==> src/awa_pkg.sv <==
// ----------------------------------------------------------------------------
// awa_pkg
// Shared sizes, reset values, register codes and types of the averaged
// window alarm.
// ----------------------------------------------------------------------------
package awa_pkg;

  localparam int WINDOW_LEN  = 8;
  localparam int SAMPLE_BITS = 8;
  localparam int AVG_BITS    = 8;
  localparam int LIMIT_BITS  = 8;
  localparam int SLOT_BITS   = (WINDOW_LEN > 1) ? $clog2(WINDOW_LEN) : 1;
  localparam int FILL_BITS   = $clog2(WINDOW_LEN + 1);
  localparam int SUM_BITS    = SAMPLE_BITS + SLOT_BITS;
  localparam int CNT_BITS    = $clog2(SUM_BITS + 1);
  localparam int ADDR_BITS   = 4;
  localparam int DATA_BITS   = 32;

  localparam logic [LIMIT_BITS-1:0] TEMP_LOW_RESET  = 8'd10;
  localparam logic [LIMIT_BITS-1:0] TEMP_HIGH_RESET = 8'd35;
  localparam logic [LIMIT_BITS-1:0] HUMI_LOW_RESET  = 8'd30;
  localparam logic [LIMIT_BITS-1:0] HUMI_HIGH_RESET = 8'd80;

  typedef enum logic [1:0] {
    REG_TEMP_LOW  = 2'd0,
    REG_TEMP_HIGH = 2'd1,
    REG_HUMI_LOW  = 2'd2,
    REG_HUMI_HIGH = 2'd3
  } reg_idx_t;

  typedef enum logic [2:0] {
    ST_IDLE,
    ST_READ,
    ST_SUM,
    ST_DIVS,
    ST_DIVW,
    ST_FINISH
  } state_t;

  typedef struct packed {
    logic                 rd_en;
    logic                 upd_en;
    logic                 full;
    logic [SLOT_BITS-1:0] slot;
  } chan_ctl_t;

endpackage

==> src/awa_div.sv <==
// ----------------------------------------------------------------------------
// awa_div
// Bit-serial restoring divider: one quotient bit per cycle, the dividend
// shifting out of the top of the register as quotient bits shift in below.
// ----------------------------------------------------------------------------
module awa_div
  import awa_pkg::*;
(
  input  logic                 clk,
  input  logic                 rst_n,
  input  logic                 start,
  input  logic [SUM_BITS-1:0]  dividend,
  input  logic [FILL_BITS-1:0] divisor,
  output logic                 busy,
  output logic [SUM_BITS-1:0]  quotient
);

  logic [SUM_BITS-1:0]  dq_r, dq_nxt;
  logic [FILL_BITS-1:0] rem_r, rem_nxt;
  logic [CNT_BITS-1:0]  cnt_r, cnt_nxt;
  logic                 busy_r, busy_nxt;
  logic [FILL_BITS:0]   trial;
  logic                 qbit;

  always_comb begin
    trial    = {rem_r, dq_r[SUM_BITS-1]};
    qbit     = (trial >= {1'b0, divisor});
    dq_nxt   = dq_r;
    rem_nxt  = rem_r;
    cnt_nxt  = cnt_r;
    busy_nxt = busy_r;
    if (start) begin
      dq_nxt   = dividend;
      rem_nxt  = '0;
      cnt_nxt  = CNT_BITS'(SUM_BITS);
      busy_nxt = 1'b1;
    end else if (busy_r) begin
      // subtract where the trial remainder fits, keep it otherwise
      rem_nxt  = qbit ? FILL_BITS'(trial - {1'b0, divisor}) : FILL_BITS'(trial);
      dq_nxt   = {dq_r[SUM_BITS-2:0], qbit};
      cnt_nxt  = cnt_r - CNT_BITS'(1);
      busy_nxt = (cnt_r != CNT_BITS'(1));
    end
  end

  always_ff @(posedge clk) begin
    if (!rst_n) begin
      busy_r <= 1'b0;
      cnt_r  <= '0;
    end else begin
      busy_r <= busy_nxt;
      cnt_r  <= cnt_nxt;
    end
  end

  always_ff @(posedge clk) begin
    dq_r  <= dq_nxt;
    rem_r <= rem_nxt;
  end

  assign busy     = busy_r;
  assign quotient = dq_r;

endmodule

==> src/awa_chan.sv <==
// ----------------------------------------------------------------------------
// awa_chan
// One channel of the window: sample ring and running sum.
// ----------------------------------------------------------------------------
module awa_chan
  import awa_pkg::*;
(
  input  logic                   clk,
  input  logic                   rst_n,
  input  chan_ctl_t              ctl,
  input  logic [SAMPLE_BITS-1:0] sample,
  output logic [SUM_BITS-1:0]    sum
);

  logic [SAMPLE_BITS-1:0] ring_r [WINDOW_LEN];
  logic [SAMPLE_BITS-1:0] old_r;
  logic [SUM_BITS-1:0]    sum_r, sum_nxt;

  // fetch the oldest sample, then overwrite its slot
  always_ff @(posedge clk) begin
    if (ctl.rd_en) begin
      old_r <= ring_r[ctl.slot];
    end
    if (ctl.upd_en) begin
      ring_r[ctl.slot] <= sample;
    end
  end

  always_comb begin
    sum_nxt = sum_r;
    if (ctl.upd_en) begin
      if (ctl.full) begin
        sum_nxt = sum_r - SUM_BITS'(old_r) + SUM_BITS'(sample);
      end else begin
        sum_nxt = sum_r + SUM_BITS'(sample);
      end
    end
  end

  always_ff @(posedge clk) begin
    if (!rst_n) begin
      sum_r <= '0;
    end else begin
      sum_r <= sum_nxt;
    end
  end

  assign sum = sum_r;

endmodule

==> src/averaged_window_alarm.sv <==
// ----------------------------------------------------------------------------
// averaged_window_alarm
// Moving average over the last eight temperature and humidity readings,
// with low and high limit alarms per channel.
// ----------------------------------------------------------------------------
// Usage:
//   Input channel (in_valid/in_stall) carries one request: a temperature
//   and a humidity sample. Each request yields one result on the output
//   channel (out_valid/out_stall): both truncated averages, the two
//   channel alarms and their OR.
//   A request passes the read, sum, divide-start, divide-wait and finish
//   steps in that order; the two bit-serial dividers work one quotient
//   bit per cycle over the 11-bit sum.
//   in_stall stays high while a request is in flight. A finished result
//   sits in the output register; the next request is taken meanwhile and
//   only waits at its last step if the receiver still stalls the previous
//   result.
//   Limits are written over the APB port (byte addresses 0, 4, 8, 12).
//   Reset clears the sums, fill count and write slot and loads the default
//   limits; ring entries are read only once written.
// ----------------------------------------------------------------------------
module averaged_window_alarm
  import awa_pkg::*;
(
  input  logic                   clk,
  input  logic                   rst_n,
  input  logic                   in_valid,
  output logic                   in_stall,
  input  logic [SAMPLE_BITS-1:0] in_temp_sample,
  input  logic [SAMPLE_BITS-1:0] in_humi_sample,
  output logic                   out_valid,
  input  logic                   out_stall,
  output logic [AVG_BITS-1:0]    out_temp_average,
  output logic [AVG_BITS-1:0]    out_humi_average,
  output logic                   out_temp_flag,
  output logic                   out_humi_flag,
  output logic                   out_any_alarm,
  input  logic                   psel,
  input  logic                   penable,
  input  logic                   pwrite,
  input  logic [ADDR_BITS-1:0]   paddr,
  input  logic [DATA_BITS-1:0]   pwdata,
  output logic [DATA_BITS-1:0]   prdata,
  output logic                   pready
);

  state_t                 state_r, state_nxt;
  logic [FILL_BITS-1:0]   fill_r, fill_nxt;
  logic [SLOT_BITS-1:0]   slot_r, slot_nxt;
  logic [SAMPLE_BITS-1:0] temp_smp_r, humi_smp_r;
  logic [LIMIT_BITS-1:0]  temp_low_r, temp_high_r, humi_low_r, humi_high_r;
  logic                   out_valid_r, out_valid_nxt;
  logic [AVG_BITS-1:0]    temp_avg_r, humi_avg_r;
  logic                   temp_flag_r, humi_flag_r;
  logic                   accept, full, load_out, div_start, cfg_wr;
  chan_ctl_t              ctl;
  logic [SUM_BITS-1:0]    temp_sum, humi_sum, temp_q, humi_q;
  logic                   temp_busy, humi_busy;
  logic [AVG_BITS-1:0]    temp_avg, humi_avg;
  reg_idx_t               reg_idx;

  assign accept = in_valid && !in_stall;
  assign full   = (fill_r >= FILL_BITS'(WINDOW_LEN));

  // ---- configuration port ----
  assign pready  = 1'b1;
  assign cfg_wr  = psel && penable && pwrite && pready;
  assign reg_idx = reg_idx_t'(paddr[3:2]);

  always_ff @(posedge clk) begin
    if (!rst_n) begin
      temp_low_r  <= TEMP_LOW_RESET;
      temp_high_r <= TEMP_HIGH_RESET;
      humi_low_r  <= HUMI_LOW_RESET;
      humi_high_r <= HUMI_HIGH_RESET;
    end else if (cfg_wr) begin
      unique case (reg_idx)
        REG_TEMP_LOW:  temp_low_r  <= pwdata[LIMIT_BITS-1:0];
        REG_TEMP_HIGH: temp_high_r <= pwdata[LIMIT_BITS-1:0];
        REG_HUMI_LOW:  humi_low_r  <= pwdata[LIMIT_BITS-1:0];
        REG_HUMI_HIGH: humi_high_r <= pwdata[LIMIT_BITS-1:0];
        default: ;
      endcase
    end
  end

  always_comb begin
    unique case (reg_idx)
      REG_TEMP_LOW:  prdata = DATA_BITS'(temp_low_r);
      REG_TEMP_HIGH: prdata = DATA_BITS'(temp_high_r);
      REG_HUMI_LOW:  prdata = DATA_BITS'(humi_low_r);
      REG_HUMI_HIGH: prdata = DATA_BITS'(humi_high_r);
      default:       prdata = '0;
    endcase
  end

  // ---- sequencer ----
  always_ff @(posedge clk) begin
    if (!rst_n) begin
      state_r     <= ST_IDLE;
      fill_r      <= '0;
      slot_r      <= '0;
      out_valid_r <= 1'b0;
    end else begin
      state_r     <= state_nxt;
      fill_r      <= fill_nxt;
      slot_r      <= slot_nxt;
      out_valid_r <= out_valid_nxt;
    end
  end

  always_comb begin
    state_nxt  = state_r;
    fill_nxt   = fill_r;
    slot_nxt   = slot_r;
    in_stall   = 1'b1;
    div_start  = 1'b0;
    load_out   = 1'b0;
    ctl.rd_en  = 1'b0;
    ctl.upd_en = 1'b0;
    ctl.full   = full;
    ctl.slot   = slot_r;
    unique case (state_r)
      ST_IDLE: begin
        in_stall = 1'b0;
        if (in_valid) begin
          state_nxt = ST_READ;
        end
      end
      ST_READ: begin
        // fetch the oldest samples at the write slot
        ctl.rd_en = 1'b1;
        state_nxt = ST_SUM;
      end
      ST_SUM: begin
        // update sums and rings, advance fill count and slot
        ctl.upd_en = 1'b1;
        if (!full) begin
          fill_nxt = fill_r + FILL_BITS'(1);
        end
        slot_nxt  = (slot_r == SLOT_BITS'(WINDOW_LEN - 1)) ? '0 : slot_r + SLOT_BITS'(1);
        state_nxt = ST_DIVS;
      end
      ST_DIVS: begin
        div_start = 1'b1;
        state_nxt = ST_DIVW;
      end
      ST_DIVW: begin
        if (!temp_busy && !humi_busy) begin
          state_nxt = ST_FINISH;
        end
      end
      ST_FINISH: begin
        // hold until the output register is free
        if (!out_valid_r || !out_stall) begin
          load_out  = 1'b1;
          state_nxt = ST_IDLE;
        end
      end
      default: state_nxt = ST_IDLE;
    endcase
  end

  always_ff @(posedge clk) begin
    if (accept) begin
      temp_smp_r <= in_temp_sample;
      humi_smp_r <= in_humi_sample;
    end
  end

  // ---- datapath ----
  awa_chan u_temp_chan (
    .clk    (clk),
    .rst_n  (rst_n),
    .ctl    (ctl),
    .sample (temp_smp_r),
    .sum    (temp_sum)
  );

  awa_chan u_humi_chan (
    .clk    (clk),
    .rst_n  (rst_n),
    .ctl    (ctl),
    .sample (humi_smp_r),
    .sum    (humi_sum)
  );

  // the fill count has already advanced, so it is the number of samples held
  awa_div u_temp_div (
    .clk      (clk),
    .rst_n    (rst_n),
    .start    (div_start),
    .dividend (temp_sum),
    .divisor  (fill_r),
    .busy     (temp_busy),
    .quotient (temp_q)
  );

  awa_div u_humi_div (
    .clk      (clk),
    .rst_n    (rst_n),
    .start    (div_start),
    .dividend (humi_sum),
    .divisor  (fill_r),
    .busy     (humi_busy),
    .quotient (humi_q)
  );

  assign temp_avg = AVG_BITS'(temp_q);
  assign humi_avg = AVG_BITS'(humi_q);

  // ---- output register ----
  always_comb begin
    out_valid_nxt = out_valid_r && out_stall;
    if (load_out) begin
      out_valid_nxt = 1'b1;
    end
  end

  always_ff @(posedge clk) begin
    if (load_out) begin
      temp_avg_r  <= temp_avg;
      humi_avg_r  <= humi_avg;
      temp_flag_r <= (temp_avg < temp_low_r) || (temp_avg > temp_high_r);
      humi_flag_r <= (humi_avg < humi_low_r) || (humi_avg > humi_high_r);
    end
  end

  assign out_valid        = out_valid_r;
  assign out_temp_average = temp_avg_r;
  assign out_humi_average = humi_avg_r;
  assign out_temp_flag    = temp_flag_r;
  assign out_humi_flag    = humi_flag_r;
  assign out_any_alarm    = temp_flag_r | humi_flag_r;

`ifndef ASSERT_OFF
  a_accept_to_read: assert property (@(posedge clk) disable iff (!rst_n)
    accept |=> state_r == ST_READ)
    else $error("accepted request did not start a ring read");

  a_fill_bound: assert property (@(posedge clk) disable iff (!rst_n)
    fill_r <= FILL_BITS'(WINDOW_LEN))
    else $error("fill count beyond window length");

  a_div_only_in_wait: assert property (@(posedge clk) disable iff (!rst_n)
    (temp_busy || humi_busy) |-> state_r == ST_DIVW)
    else $error("divider busy outside the divide wait");

  a_load_keeps_result: assert property (@(posedge clk) disable iff (!rst_n)
    load_out |-> (!out_valid_r || !out_stall))
    else $error("result loaded over a stalled result");
`endif

endmodule
==> config.mk <==
export PLATFORM = sky130hd
export DESIGN_NAME = averaged_window_alarm
export DESIGN_NICKNAME = d
export VERILOG_FILES = /design/src/awa_pkg.sv /design/src/awa_div.sv /design/src/awa_chan.sv /design/src/averaged_window_alarm.sv
export SDC_FILE = /design/constraint.sdc
export NUM_CORES = 1
export LEC_CHECK = 0
export BUFFER_PORTS_ARGS = -buffer_cell sky130_fd_sc_hd__clkbuf_2
export CAP_MARGIN = 20
export CORE_MARGIN = 2
export CORE_UTILIZATION = 30
export CTS_CLUSTER_DIAMETER = 50
export CTS_CLUSTER_SIZE = 40
export DETAILED_ROUTE_END_ITERATION = 10
export GPL_TIMING_DRIVEN = 0
export MAX_ROUTING_LAYER = met4
export PLACE_DENSITY = 0.5
export SYNTH_ARGS = -nofsm -noshare
export SYNTH_HDL_FRONTEND = slang
export SYNTH_HIERARCHICAL = 1
export SYNTH_SLANG_ARGS = --single-unit
==> constraint.sdc <==
create_clock -name clk -period 3.1 [get_ports clk]
set_input_delay 0.155 -clock clk [delete_from_list [all_inputs] [get_ports clk]]
set_output_delay 0.155 -clock clk [all_outputs]
set_load 0.03 [all_outputs]
### Word-level counts from Yosys, hierarchy flattened

Memories as Yosys holds them, arrays and structs flattened. A register that Yosys moved wholly into a read port is not among the register bits.
Index checks and enable logic that the tools add are counted.

| storage, ports and cells | value |
|---|---|
| flip-flop bits (word level) | 139 |
| memory bits (writable) | 128 |
| input bits | 59 |
| output and inout port bits | 54 |
| logic and storage cells | 118 |
| memories kept | 2 |

Memories:

| name | words | bits a word | rd ports | clocked after Yosys merged registers in | wr ports | RTL line | text |
|---|---|---|---|---|---|---|---|
| u_humi_chan.ring_r | 8 | 8 | 1 | 1 | 1 | awa_chan.sv:15 | `logic [SAMPLE_BITS-1:0] ring_r [WINDOW_LEN];` |
| u_temp_chan.ring_r | 8 | 8 | 1 | 1 | 1 | awa_chan.sv:15 |  |

| operators by class | value |
|---|---|
| add/sub/neg operators | 12 |
| magnitude comparators | 7 |
| equal/unequal tests | 14 |
| muxes and demuxes | 31 |
| bitwise gates (word level) | 3 |
| reductions and logical operators | 23 |

Operators by type and width:

| cell | count |
|---|---|
| $pmux W32 S4 | 1 |
| $mux W11 | 6 |
| $add A11 B8 Y11 | 4 |
| $mux W4 | 6 |
| $sub A11 B8 Y11 | 2 |
| $pmux W3 S6 | 1 |
| $gt A8 B8 Y1 | 2 |
| $lt A8 B8 Y1 | 2 |
| $mux W1 | 13 |
| $mux W3 | 4 |
| $ge A5 B4 Y1 | 2 |
| $reduce_and A2 Y1 | 5 |
| $eq A3 B3 Y1 const B | 3 |
| $ne A4 B1 Y1 const B | 2 |
| $sub A4 B1 Y4 const B | 2 |
| $sub A4 B4 Y4 | 2 |
| $eq A3 B2 Y1 const B | 2 |
| $ne A2 B2 Y1 const B | 3 |
| $logic_and A1 B1 Y1 | 5 |
| $add A4 B1 Y4 const B | 1 |
| $eq A2 B2 Y1 const B | 2 |
| $ge A4 B4 Y1 const B | 1 |
| $logic_not A1 Y1 | 4 |
| $reduce_bool A2 Y1 | 2 |
| 10 further kinds | 13 |

### Depth between registers and ports, before layout

| depth | value |
|---|---|
| word-level depth | 5 |
| depth in mapped cells | 11 |
| gate-level depth less buffers | 11 |

### Hierarchy

The synthesis kept the hierarchy.

Modules (own cells, without submodules):

| module | instances | cells an instance | area each (µm²) | seq. area each (µm²) |
|---|---|---|---|---|
| awa_chan at u_humi_chan | 1 | 352 | 4319.1 | 2382.3 |
| awa_chan at u_temp_chan | 1 | 347 | 4306.6 | 2382.3 |
| averaged_window_alarm | 1 | 358 | 3976.3 | 1881.8 |
| awa_div | 2 | 92 | 1059.8 | 510.5 |

### Worst setup path after synthesis

No wires, ideal clock.

| timing path | value |
|---|---|
| path type | register to register |
| start point | reg temp_smp_r[1] |
| end point | reg u_temp_chan.sum_r[8], in the netlist u_temp_chan/sum[8] |
| library setup time | 106 ps |
| arrival | 2707 ps |
| data required time | 2994 ps |
| slack | 287 ps |
| stages on the path, launching flop included | 11 |
| path buffers | 0 |
| period minus slack after synthesis | 2813 ps |
| cells stage by stage | edfxtp_1 inv_1 fa_1 inv_1 fa_1 a211oi_1 o21bai_1 a21oi_1 a21oi_1 xnor2_1 o311ai_0 |

| on the way | value |
|---|---|
| longest elaborated chain between the ends | 2 |
| elaborated cells on any way between the ends | 3 |
| those cells by class | add/sub: 2; mux: 1 |

RTL lines:

| what | RTL line | text |
|---|---|---|
| start, declared | averaged_window_alarm.sv:50 | `logic [SAMPLE_BITS-1:0] temp_smp_r, humi_smp_r;` |
| start signal, assigned | averaged_window_alarm.sv:166 | `temp_smp_r <= in_temp_sample;` |
| $add A11 B8 Y11, on equally long branches | awa_chan.sv:35, awa_chan.sv:33 |  |
| $mux W11 (*) | awa_chan.sv:32 | `if (ctl.full) begin` |
| end signal, assigned | awa_chan.sv:44 | `sum_r <= sum_nxt;` |
| end, declared | awa_chan.sv:17 | `logic [SUM_BITS-1:0] sum_r, sum_nxt;` |

Every way passes the cells marked *; elsewhere a longest branch is shown, timed or not.
A chain may end at the register's enable or synchronous reset.

### Final worst setup path

| timing path | value |
|---|---|
| start point | reg slot_r[0] |
| end point | mem u_temp_chan.ring_r[3][6], enable pin |

RTL lines:

| what | RTL line | text |
|---|---|---|
| start, declared | averaged_window_alarm.sv:49 | `logic [SLOT_BITS-1:0] slot_r, slot_nxt;` |
| start signal, assigned | averaged_window_alarm.sv:107 | `slot_r <= slot_nxt;` |
| end, declared | awa_chan.sv:15 |  |

No word-level cell before the write port.

==> impl_metrics.json <==
{
  "worstPathCellList": "buf_1 -> clkbuf_1 -> nand2_1 -> nor2_1",
  "n_fill_cell": 4763,
  "rows": 81,
  "core_area_um2": 48600,
  "cts_made_buffers": 34,
  "ys.flop_type": "edfxtp_1",
  "period_minus_slack_ns": 2.94,
  "grt_util_met2_pct": 21.5,
  "seqCellArea_um2": 7670,
  "status": "finished, final reports clean",
  "slew-limit-headroom_pct": 38.6,
  "final_core_util_pct": 36.5,
  "worstRegToRegCells": 4,
  "gp_congestion": 0.796,
  "h-tree-depth": 2,
  "io_buffer_count": 59,
  "ant_nets": 0,
  "drc": 0,
  "dr.pass1.iters": 5,
  "critical_path.max_stage_delay_ns": 0.75,
  "cp-end-kind": "flop",
  "irDropWorstVdd_uv": 261,
  "hold-worst-slack_ns": 0.0837,
  "antenna_cells": 0,
  "start_kind": "flop",
  "syn_avg_cell_area_um2": 11.9,
  "dpl.hpwl_um": 24400,
  "fin_worst_skew_ns": 0.0292,
  "dr_total_vias": 9861,
  "rr_startpoint": "slot_r[0]$_SDFFE_PN0P_",
  "drive_gt1_share_pct": 20.1,
  "multi_input_area_um2": 6320,
  "worstSkewPairLatency_ns": 0.54,
  "design_area_um2": 17800,
  "worstMarginPinSlew_ns": 0.914,
  "start_util_pct": 30.3,
  "cts_root_buffer": "clkbuf_16",
  "ctsLongestPathBuffers": 3,
  "nets": 1590,
  "grtUsageTotal_pct": 13.8,
  "hold_path.class": "input port to flop",
  "antenna_found_initial": 0,
  "path_class": "flop to flop",
  "critPathTopFamily": "simple AND/OR/NAND/NOR gates",
  "synth.distinct_cells": 85,
  "grt_remaining_overflow": 0,
  "setup_violations": 0,
  "rsz0062_at_grt": "true",
  "cp.arrival_ns": 3.10,
  "drv_slew": 0,
  "synth-edff-count": 200,
  "synth_cells": 1241,
  "dp_cells": 1950,
  "holdCritStartpoint": "paddr[2]",
  "grt_util_met3_pct": 2.13,
  "wirelength_um": 34100,
  "die_w_um": 226,
  "area_growth_pct": 20.7,
  "critical_path_depth": 4,
  "synth-warning-count": 6,
  "final_cells": 2072,
  "power_density_nw_per_um2": 629,
  "busiest_layer": "met2",
  "wl_per_cell_um": 16.5,
  "cpMaxStageDelayCell": "nor2_1",
  "ys_ff_latch": 283,
  "p_leak_nw": 6.89,
  "die_y_um": 226,
  "via_per_inst": 4.76,
  "die_area_um2": 50900,
  "numClockSinks": 283,
  "grt_first_pass_wirelength_um": 53300,
  "grt.met1_usage_pct": 18.4,
  "worstHoldPathCells": 3,
  "async_flop_share_pct": 0,
  "worst-path-buf-inv": 2,
  "drt_iter0_drc": 655,
  "clk_pin_slew_ns": 0.06,
  "dpl_cell_area_um2": 16000,
  "crit_path_start": "slot_r[0]$_SDFFE_PN0P_",
  "io_pins": 113,
  "cp.required_ns": 3.26,
  "max_cap_viol_count": 0,
  "fin_crit_sh_pct": 94.9,
  "max_freq_ghz": 0.340,
  "hold_viol_final": 0,
  "grt_max_degree": 33,
  "grt_pass1_vias": 9628,
  "crit_path_max_fanout": 12,
  "synthesis.area_um2": 14700,
  "finalPower_mw": 11.2,
  "yosysSeqAreaShare_pct": 52.1,
  "cts_tree": "built"
}
final cells by class:
class                   count  area share (%)
inverters                 129            2.72
repair buffers            125            4.93
well taps                 622            4.38
clock inverters            22            1.46
plain buffers              69            2.30
multi-input cells         783            35.6
clock buffers              39            5.49
flip-flops and latches    283            43.1
synthesized netlist by cell type (18+ instances only):
master	n	area share, %
fa_1	20	2.7
clkbuf_1	21	0.54
nor2_1	69	1.8
xnor2_1	18	1.1
edfxtp_1	200	41
nor3_1	21	0.71
ha_1	86	7.3
nor2b_1	34	1.4
buf_4	26	1.3
mux2i_1	48	3.3
xor2_1	18	1.1
a21oi_1	52	1.8
dfxtp_1	83	11
inv_1	128	3.3
mux2_2	46	3.5
o21ai_0	48	1.6
nand2_1	65	1.7
state kept, by name, summed over array words and instances, names as in the netlist, 8 cells and up:
signal	cells
humi_high_r	8
humi_low_r	8
humi_smp_r	8
out_humi_average	8
out_temp_average	8
temp_high_r	8
temp_low_r	8
temp_smp_r	8
u_humi_chan/old_r	8
u_humi_chan/ring_r	64
u_humi_chan/sum	11
u_humi_div/quotient	11
u_temp_chan/old_r	8
u_temp_chan/ring_r	64
u_temp_chan/sum	11
u_temp_div/quotient	11
worst paths after layout:
| check | end | slack (ns) |
|---|---|---|
| worst max register to register | u_temp_chan/ring_r[3][6]$_DFFE_PP_ | 0.16 |
| worst max-delay path | u_temp_chan/ring_r[3][6]$_DFFE_PP_ | 0.16 |
| worst min-delay path | humi_low_r[7]$_SDFFE_PN0P_ | 0.08 |
| worst min register to register | u_temp_chan/sum[10]$_SDFFE_PN0P_ | 0.47 |
metal layers:
metal,routed length (um),vias to the layer above
li1,-,4839
met2,15600,198
met1,16300,4753
met3,1300,71
met5,0,-
met4,927,0
repair_timing:
action / in CTS / in global routing
endpoints found under the setup margin: 70 / 34
buffers inserted: 4 / 32
hold endpoints to repair: 49 / 0
hold buffers: 25 / 0
pin swaps: 0 / 3
resized for setup: 9 / 9
stage by stage:
| stage | TNS, ns | setup slack [ns] |
|---|---|---|
| after global placement | -21.80 | -0.733 |
| after floorplan | 0 | 0.287 |
| final | 0 | 0.157 |
| after CTS | 0 | 0.0441 |
| after global routing | -0.764 | -0.0539 |
| after detailed placement | -13.39 | -0.390 |
power breakdown:
part           total, mW  switching, mW  internal (mW)
sequential          4.51          0.214           4.30
clock               4.27           1.75           2.52
combinational       2.40           1.32           1.08
cells by family after synthesis:
group	share of synthesized area (%)
flip-flops	52.1
AO/OA/AOI/OAI	11.6
other	0.0510
multiplexers	8.75
XOR/XNOR	2.14
AND/OR/NAND/NOR	9.34
buffers and inverters	6.06
adder cells (fa/ha/maj)	10.0
layout by cell type (no fill, tap or decap), types with 25 or more instances in the layout:
| cell type | n |
|---|---|
| dfxtp_1 | 82 |
| clkbuf_16 | 39 |
| ha_1 | 86 |
| inv_1 | 128 |
| buf_4 | 62 |
| edfxtp_1 | 200 |
| o21ai_0 | 45 |
| nor2_1 | 64 |
| mux2i_1 | 48 |
| dlygate4sd3_1 | 25 |
| mux2_2 | 46 |
| nor2b_1 | 34 |
| a21oi_1 | 50 |
| conb_1 | 25 |
| clkbuf_2 | 62 |
| nand2_1 | 65 |
worst reg2reg max path, cell delays in order, from the launching register on:
cell and delay [ns]:
dfxtp_1 0.66, buf_1 0.47, clkbuf_1 0.46, nand2_1 0.23, nor2_1 0.75
Note: power is estimated with default switching activity, not from simulation.
